File: config.mk
export PLATFORM = sky130hd
export DESIGN_NAME = monomial_count_up_to_degree
export DESIGN_NICKNAME = d
export VERILOG_FILES = /design/src/mcud_pkg.sv /design/src/monomial_count_up_to_degree.sv /design/src/mcud_divider.sv
export SDC_FILE = /design/constraint.sdc
export NUM_CORES = 2
export LEC_CHECK = 0
export BUFFER_PORTS_ARGS = -buffer_cell sky130_fd_sc_hd__buf_4
export CAP_MARGIN = 20
export CORE_MARGIN = 2
export CORE_UTILIZATION = 52
export CTS_CLUSTER_DIAMETER = 120
export CTS_CLUSTER_SIZE = 12
export DETAILED_ROUTE_END_ITERATION = 8
export PLACE_DENSITY = 0.69
export SYNTH_ARGS = -nofsm -noshare
export SYNTH_HDL_FRONTEND = slang
export SYNTH_SLANG_ARGS = --single-unit
export TNS_END_PERCENT = 1
File: constraint.sdc
create_clock -name aclk -period 18.5 [get_ports aclk]
set_input_delay 0.925 -clock aclk [delete_from_list [all_inputs] [get_ports aclk]]
set_output_delay 0.925 -clock aclk [all_outputs]
set_load 0.005 [all_outputs]
File: src/mcud_pkg.sv
`default_nettype none
package mcud_pkg;

    localparam int TERM_W = 64;
    localparam int OUT_W  = 63;
    localparam int DEG_W  = 5;
    localparam int VAR_W  = 7;

    localparam logic [DEG_W-1:0] MAX_DEGREE    = 5'd16;
    localparam logic [VAR_W-1:0] MAX_VARIABLES = 7'd64;

    localparam logic [1:0] REG_MODE   = 2'd0;
    localparam logic [1:0] REG_NVAR   = 2'd1;
    localparam logic [1:0] REG_EXCL   = 2'd2;

    typedef struct packed {
        logic busy;
        logic done;
    } div_status_t;

endpackage
`default_nettype wire

File: src/monomial_count_up_to_degree.sv
`default_nettype none
// Monomial count up to a degree.
// s_ channel: one item carries a degree; s_tready is high only while the
// block is idle, so items are taken one at a time.
// m_ channel: one item carries the monomial count for that degree.
// APB port: reg 0 square-free mode, reg 1 variable count, reg 2 excluded
// count, at byte addresses 0, 4, 8. Write only while idle.
// A trivial case (degree 0, or no term to iterate) goes from the accepting
// edge straight to the output stage. Otherwise each binomial term takes a
// multiply step, a division of the 64-bit term in the shared radix-2
// divider and an accumulate step when the divider is done; up to 16 terms.
// The next item is taken at the edge at which the previous result can
// first be taken.
// Reset clears the registers to mode 0, variable count 1, excluded 0, and
// drops m_tvalid. A stalled receiver holds the result in the output
// register; the next item may be accepted meanwhile, but its result waits
// until the previous one is taken.
module monomial_count_up_to_degree
    import mcud_pkg::*;
(
    input  wire logic        aclk,
    input  wire logic        aresetn,
    input  wire logic        s_tvalid,
    output logic             s_tready,
    input  wire logic [7:0]  s_tdata,   // [4:0] degree
    output logic             m_tvalid,
    input  wire logic        m_tready,
    output logic      [63:0] m_tdata,   // [62:0] monomial_count
    input  wire logic        psel,
    input  wire logic        penable,
    input  wire logic        pwrite,
    input  wire logic [3:0]  paddr,
    input  wire logic [31:0] pwdata,
    output logic      [31:0] prdata,
    output logic             pready
);

    localparam logic [2:0] ST_IDLE = 3'd0;
    localparam logic [2:0] ST_MUL  = 3'd1;
    localparam logic [2:0] ST_DIV  = 3'd2;
    localparam logic [2:0] ST_DONE = 3'd3;

    logic [2:0]        state_reg;
    logic              mode_reg;
    logic [VAR_W-1:0]  nvar_reg;
    logic [VAR_W-1:0]  excl_reg;
    logic [DEG_W-1:0]  k_reg;
    logic [DEG_W-1:0]  limit_reg;
    logic [TERM_W-1:0] term_reg;
    logic [TERM_W-1:0] sum_reg;
    logic [OUT_W-1:0]  out_data_reg;
    logic              out_valid_reg;

    logic              cfg_wr;
    logic [1:0]        cfg_idx;
    logic [DEG_W-1:0]  d_sat;
    logic [VAR_W-1:0]  n_sat;
    logic [VAR_W-1:0]  m_free;
    logic [DEG_W-1:0]  sf_limit;
    logic [VAR_W:0]    factor_wide;
    logic [VAR_W-1:0]  factor;
    logic [TERM_W+VAR_W-1:0] mul_full;
    logic              div_start;
    logic [TERM_W-1:0] div_quo;
    div_status_t       div_status;
    logic              s_acc;
    logic              out_free;
    logic              out_load;

    assign pready  = 1'b1;
    assign cfg_wr  = psel && penable && pwrite;
    assign cfg_idx = paddr[3:2];

    always_ff @(posedge aclk) begin
        if (!aresetn) begin
            mode_reg <= 1'b0;
            nvar_reg <= 7'd1;
            excl_reg <= '0;
        end else if (cfg_wr) begin
            case (cfg_idx)
                REG_MODE: mode_reg <= pwdata[0];
                REG_NVAR: nvar_reg <= pwdata[VAR_W-1:0];
                REG_EXCL: excl_reg <= pwdata[VAR_W-1:0];
                default:  ;
            endcase
        end
    end

    always_comb begin
        case (cfg_idx)
            REG_MODE: prdata = {31'b0, mode_reg};
            REG_NVAR: prdata = {25'b0, nvar_reg};
            REG_EXCL: prdata = {25'b0, excl_reg};
            default:  prdata = '0;
        endcase
    end

    assign d_sat    = (s_tdata[DEG_W-1:0] > MAX_DEGREE) ? MAX_DEGREE : s_tdata[DEG_W-1:0];
    assign n_sat    = (nvar_reg > MAX_VARIABLES) ? MAX_VARIABLES : nvar_reg;
    assign m_free   = (excl_reg > n_sat) ? '0 : (n_sat - excl_reg);
    assign sf_limit = (m_free < {2'b0, d_sat}) ? m_free[DEG_W-1:0] : d_sat;

    // sf: m - k + 1, general: n + k - 1
    assign factor_wide = mode_reg
        ? ({1'b0, m_free} + 8'd1 - {3'b0, k_reg})
        : ({1'b0, n_sat} + {3'b0, k_reg} - 8'd1);
    assign factor   = factor_wide[VAR_W-1:0];
    assign mul_full = term_reg * factor;

    assign s_tready  = (state_reg == ST_IDLE);
    assign s_acc     = s_tvalid && s_tready;
    assign out_free  = !out_valid_reg || m_tready;
    assign out_load  = (state_reg == ST_DONE) && out_free;
    assign div_start = (state_reg == ST_MUL);

    mcud_divider u_div (
        .aclk     (aclk),
        .aresetn  (aresetn),
        .start    (div_start),
        .dividend (mul_full[TERM_W-1:0]),
        .divisor  (k_reg),
        .quotient (div_quo),
        .status   (div_status)
    );

    always_ff @(posedge aclk) begin
        if (!aresetn) begin
            state_reg     <= ST_IDLE;
            out_valid_reg <= 1'b0;
        end else begin
            if (out_load) begin
                out_valid_reg <= 1'b1;
            end else if (m_tvalid && m_tready) begin
                out_valid_reg <= 1'b0;
            end
            case (state_reg)
                ST_IDLE: begin
                    if (s_acc) begin
                        if (d_sat == '0) begin
                            state_reg <= ST_DONE;
                        end else if (mode_reg) begin
                            state_reg <= (sf_limit == '0) ? ST_DONE : ST_MUL;
                        end else begin
                            state_reg <= (d_sat < 5'd2) ? ST_DONE : ST_MUL;
                        end
                    end
                end
                ST_MUL: begin
                    state_reg <= ST_DIV;
                end
                ST_DIV: begin
                    if (div_status.done) begin
                        state_reg <= (k_reg == limit_reg) ? ST_DONE : ST_MUL;
                    end
                end
                ST_DONE: begin
                    if (out_free) begin
                        state_reg <= ST_IDLE;
                    end
                end
                default: state_reg <= ST_IDLE;
            endcase
        end
    end

    always_ff @(posedge aclk) begin
        case (state_reg)
            ST_IDLE: begin
                if (s_acc) begin
                    if (d_sat == '0) begin
                        sum_reg <= '0;
                    end else if (mode_reg) begin
                        term_reg  <= 64'd1;
                        sum_reg   <= '0;
                        k_reg     <= 5'd1;
                        limit_reg <= sf_limit;
                    end else begin
                        term_reg  <= {57'b0, n_sat};
                        sum_reg   <= {57'b0, n_sat};
                        k_reg     <= 5'd2;
                        limit_reg <= d_sat;
                    end
                end
            end
            ST_DIV: begin
                if (div_status.done) begin
                    term_reg <= div_quo;
                    sum_reg  <= sum_reg + div_quo;
                    k_reg    <= k_reg + 1'b1;
                end
            end
            ST_DONE: begin
                if (out_free) begin
                    out_data_reg <= sum_reg[OUT_W-1:0];
                end
            end
            default: ;
        endcase
    end

    assign m_tvalid = out_valid_reg;
    assign m_tdata  = {1'b0, out_data_reg};

`ifndef SYNTHESIS
    a_start_idle_div: assert property (@(posedge aclk) disable iff (!aresetn)
        div_start |-> !div_status.busy)
        else $error("divider started while busy");

    a_k_in_range: assert property (@(posedge aclk) disable iff (!aresetn)
        (state_reg == ST_MUL) |-> (k_reg != '0) && (k_reg <= limit_reg))
        else $error("term index out of range");

    a_idle_no_div: assert property (@(posedge aclk) disable iff (!aresetn)
        s_tready |-> !div_status.busy && !div_status.done)
        else $error("divider active while idle");

    a_done_after_div: assert property (@(posedge aclk) disable iff (!aresetn)
        div_status.done |-> (state_reg == ST_DIV))
        else $error("divider result without waiting sequencer");
`endif

endmodule
`default_nettype wire

File: src/mcud_divider.sv
`default_nettype none
module mcud_divider
    import mcud_pkg::*;
(
    input  wire logic              aclk,
    input  wire logic              aresetn,
    input  wire logic              start,
    input  wire logic [TERM_W-1:0] dividend,
    input  wire logic [DEG_W-1:0]  divisor,
    output logic      [TERM_W-1:0] quotient,
    output div_status_t            status
);

    localparam int CNT_W = $clog2(TERM_W);

    logic [TERM_W-1:0] quo_reg;
    logic [DEG_W-1:0]  rem_reg;
    logic [DEG_W-1:0]  dvs_reg;
    logic [CNT_W-1:0]  cnt_reg;
    logic              busy_reg;
    logic              done_reg;

    logic [DEG_W:0]    trial;
    logic              fits;
    logic [DEG_W:0]    diff;

    assign trial = {rem_reg, quo_reg[TERM_W-1]};
    assign fits  = trial >= {1'b0, dvs_reg};
    assign diff  = trial - {1'b0, dvs_reg};

    always_ff @(posedge aclk) begin
        if (!aresetn) begin
            busy_reg <= 1'b0;
            done_reg <= 1'b0;
            cnt_reg  <= '0;
        end else begin
            done_reg <= 1'b0;
            if (start) begin
                busy_reg <= 1'b1;
                cnt_reg  <= '0;
            end else if (busy_reg) begin
                cnt_reg <= cnt_reg + 1'b1;
                if (cnt_reg == CNT_W'(TERM_W - 1)) begin
                    busy_reg <= 1'b0;
                    done_reg <= 1'b1;
                end
            end
        end
    end

    always_ff @(posedge aclk) begin
        if (start) begin
            quo_reg <= dividend;
            rem_reg <= '0;
            dvs_reg <= divisor;
        end else if (busy_reg) begin
            quo_reg <= {quo_reg[TERM_W-2:0], fits};
            rem_reg <= fits ? diff[DEG_W-1:0] : trial[DEG_W-1:0];
        end
    end

    assign quotient    = quo_reg;
    assign status.busy = busy_reg;
    assign status.done = done_reg;

endmodule
`default_nettype wire
==> summary by stage <==
Logic synthesis
The synthesized netlist devotes approximately an eighth of its cell area to compound gates. Of the total synthesized cell area, the portion taken by XOR and XNOR cells is roughly 4.2%. Averaged over all synthesized cells, the footprint is slightly above 9 µm². After synthesis the netlist holds a flip-flop and latch count of 300. The leading register cell type out of synthesis is edfxtp_1. The sequential element share of the synthesized area is around 30%. The proportion of synthesized area in mux cells is less than 1%.

Of the total synthesized cell area, the portion taken by AND, OR, NAND and NOR gates is between 10% and 20%. The Yosys step of the flow raised 0 warnings. The share of synthesized flip-flops with an asynchronous set or reset is 0%.

The count of cell types in the netlist is 90. The post-synthesis cell count is roughly 3.3k. The synthesized netlist devotes between 20 and 30% of its cell area to adder and majority cells. The combinational family with the most area after synthesis is adder cells. The number of flops mapped to enable cells by yosys is between 200 and 300.

The mapped netlist covers 0.0298 mm².

Final layout
In the final design database the tool counted roughly 3.8k nets. The layout cell share with drive strength beyond 1 is between 5 and 6%. The area growth from synthesis to layout is 7.14%. Across the whole layout, storage elements account for slightly below 0.009 mm².

The count of inserted antenna diode cells is 0. In the layout the commonest cells are inv_1, nand2_1, fa_1, edfxtp_1, and2_1. The library cell used most frequently in the layout, excluding fill and tap cells, is inv_1. The number of filler cells placed in the layout is between 5k and 6k.

The multi-input gate area in the final layout is approximately 0.019 mm².

Hold path
In this run the worst hold path is classified as flip-flop to flip-flop.

Placement
The wire-length estimate of the detail-placed layout is between 50 and 60 mm. The number of buffers inserted by port buffering is just over 90. Routability-driven placement finished with a final weighted congestion of 0.980.

Clocking
The longest clock path from root to sink contains 3 buffers. The clock edge transition at the registers on the reported setup and hold paths is 0.06 ns. At the later pin of the worst-skew pair, clock insertion delay measures 0.58 ns. Post-CTS repair changed the size of 0 cells.

The buffer type at the clock tree root is clkbuf_16. CTS built an H-tree with a depth of 1. The total clock sinks is 300.

Once the clock tree was built, the setup fixing pass inserted 0 buffers. Buffers inserted during clock tree synthesis total 29. The TritonCTS clock tree is built. The number of hold buffers added after cts is 0.

Floorplan
The floorplan core area is 0.0566 mm². 150 I/O pins were placed. Once the floorplan was initialized, standard cells occupied roughly 53% of the core. The floorplan step defined a die boundary enclosing between 0.05 and 0.06 mm². The die height is between 200 and 250 µm.

The initialized floorplan defines just under 90 standard-cell rows. The horizontal die dimension is around 240 µm.

Setup path
Of all nets on the critical path, the largest fanout is between 50 and 60. Among all stages on the critical path, the largest delay is contributed by o311ai_1. The critical path is of the flip-flop to flip-flop type. STA classifies the critical path startpoint as a flip-flop. STA classifies the critical path endpoint as a flip-flop. The data required time of the worst path is 18.77 ns. The largest single stage delay on the critical path is between 0.6 and 0.7 ns. The cell that appears most often on the critical path is inv_1. The worst path arrival time is roughly 11 ns.

Global route
The global-route congestion overflow total is 0. Global routing used 24.2% of the available tracks across all layers. The via count of the first global-routing pass is about 23k. The wire length of the first global-routing pass is between 100 and 150 mm. The number of antenna violations at the first check in global routing is 0. Entering global routing, the biggest net connects 80 pins.

Timing
The achievable clock frequency is 0.0953 GHz. For the finished layout, the period the worst path requires is about 10 ns. The pin slew with the least headroom to its limit is about 1.1 ns. The setup clock skew after layout is 0.0298 ns. The final max-slew violation count is 0. Setup repair after global routing left no endpoint under its margin. In the final timing run, aggregate negative setup slack is 0 ns.

The final worst-path cycle share is between 50% and 60%. Headroom to the max-slew limit came out at 27.0%. The final-report hold violation count is 0. The total setup violations reported at the end of the flow is 0.

Routing
For this block, wires on met1 add up to between 30 and 40 mm. The number of design-rule violations left by the first detailed-router iteration is around 1.5k. The met2 wire length is between 30 and 40 mm. The via count of the routed design is around 22k. The iteration count of the initial detailed-routing pass is 5. The overall routed net length is approximately 70 mm. The met3 routed wirelength is approximately 4.4 mm.

The total DRC errors in the routed layout is 0. In the routed layout, each cell is associated on average with a via count of 5.53. In this run the remaining antenna-violating nets after routing total 0. Dividing the detail-routed wire length by the instance count gives around 17 µm. The top layer reached by signal wires is met4.

Status
The flow ran to the end, and the final reports show no timing, DRC or antenna violations.

Flow run
The number of max-cap violations is 0.
[per-stage QoR]
step                utilization, %  hold slack, ns  cells  area, µm²  worst slack, ns
finish                        56.5           0.459   4047      32000             8.00
global route                  56.5           0.470   4047      32000             7.36
CTS                           56.5           0.461   4047      32000             8.12
detailed placement            55.0           0.446   3994      31100             8.22
global placement              55.0           0.456   3994      31100             8.36
floorplan                        -           0.433   3279      29900            10.14
[layer usage]
| layer | vias up | track usage [%] |
|---|---|---|
| met5 | - | 0 |
| met4 | 0 | 7.12 |
| met3 | 135 | 3.35 |
| met2 | 666 | 39.9 |
| met1 | 10984 | 33.3 |
| li1 | 10578 | - |
[path summary, 6_finish.rpt]
check                            startpoint            endpoint  slack [ns]  cells after the start
worst max-delay path            nvar_reg[6]  u_div.quotient[51]        8.00                     38
worst min-delay path            sum_reg[20]    out_data_reg[20]        0.46                      0
worst max register to register  nvar_reg[6]  u_div.quotient[51]        8.00                     38
worst min register to register  sum_reg[20]    out_data_reg[20]        0.46                      0
[final cells by class]
cell class                      count  area share [%]
Inverter                          554            6.50
Tap cell                          756            2.96
Sequential cell                   300            27.2
Timing Repair Buffer              109            2.56
Multi-Input combinational cell   2275            58.1
Clock buffer                       52            2.61
Clock inverter                      1          0.0274
[cells by family after synthesis]
logic type / count (synthesis)
other: 2
adders and majority gates: 468
and+or+nand+nor: 1034
buffers and inverters: 704
AOI/OAI and AO/OA: 580
muxes: 25
xor gates and xnor gates: 141
DFF: 300
[worst max-delay path: cells and delay by family (launching register included)]
family,cells,cell delay (ns)
AND/OR/NAND/NOR,5,1.06
AO/OA/AOI/OAI,15,3.98
XOR/XNOR,1,0.17
buffers and inverters,8,1.22
flip-flops,1,0.40
adder cells (fa/ha/maj),9,3.30
[synthesized netlist by cell type, types with 16 or more instances]
| master | instances | share of area, % |
|---|---|---|
| nand4_1 | 35 | 0.73 |
| a211oi_1 | 16 | 0.40 |
| buf_4 | 27 | 0.68 |
| a31oi_1 | 22 | 0.46 |
| inv_1 | 553 | 7.0 |
| o21bai_1 | 24 | 0.60 |
| nor3_1 | 31 | 0.52 |
| nor2b_1 | 34 | 0.71 |
| dfxtp_1 | 31 | 2.1 |
| edfxtp_1 | 269 | 27 |
| o21ai_0 | 136 | 2.3 |
| and3_1 | 18 | 0.38 |
| nor2_1 | 137 | 1.7 |
| clkbuf_1 | 110 | 1.4 |
| a21o_1 | 68 | 1.7 |
| and2_1 | 248 | 5.2 |
| mux2i_1 | 24 | 0.80 |
| nand3_1 | 27 | 0.45 |
| o21a_1 | 25 | 0.63 |
| xor2_1 | 51 | 1.5 |
| a21oi_1 | 150 | 2.5 |
| xnor2_1 | 89 | 2.6 |
| nand2b_1 | 21 | 0.44 |
| ha_1 | 170 | 7.1 |
| nand2_1 | 448 | 5.6 |
| fa_1 | 297 | 20 |
Power is left out: the tool's default activity adds up to more than one toggle a clock period on the data nets, which glitch-free logic cannot reach.
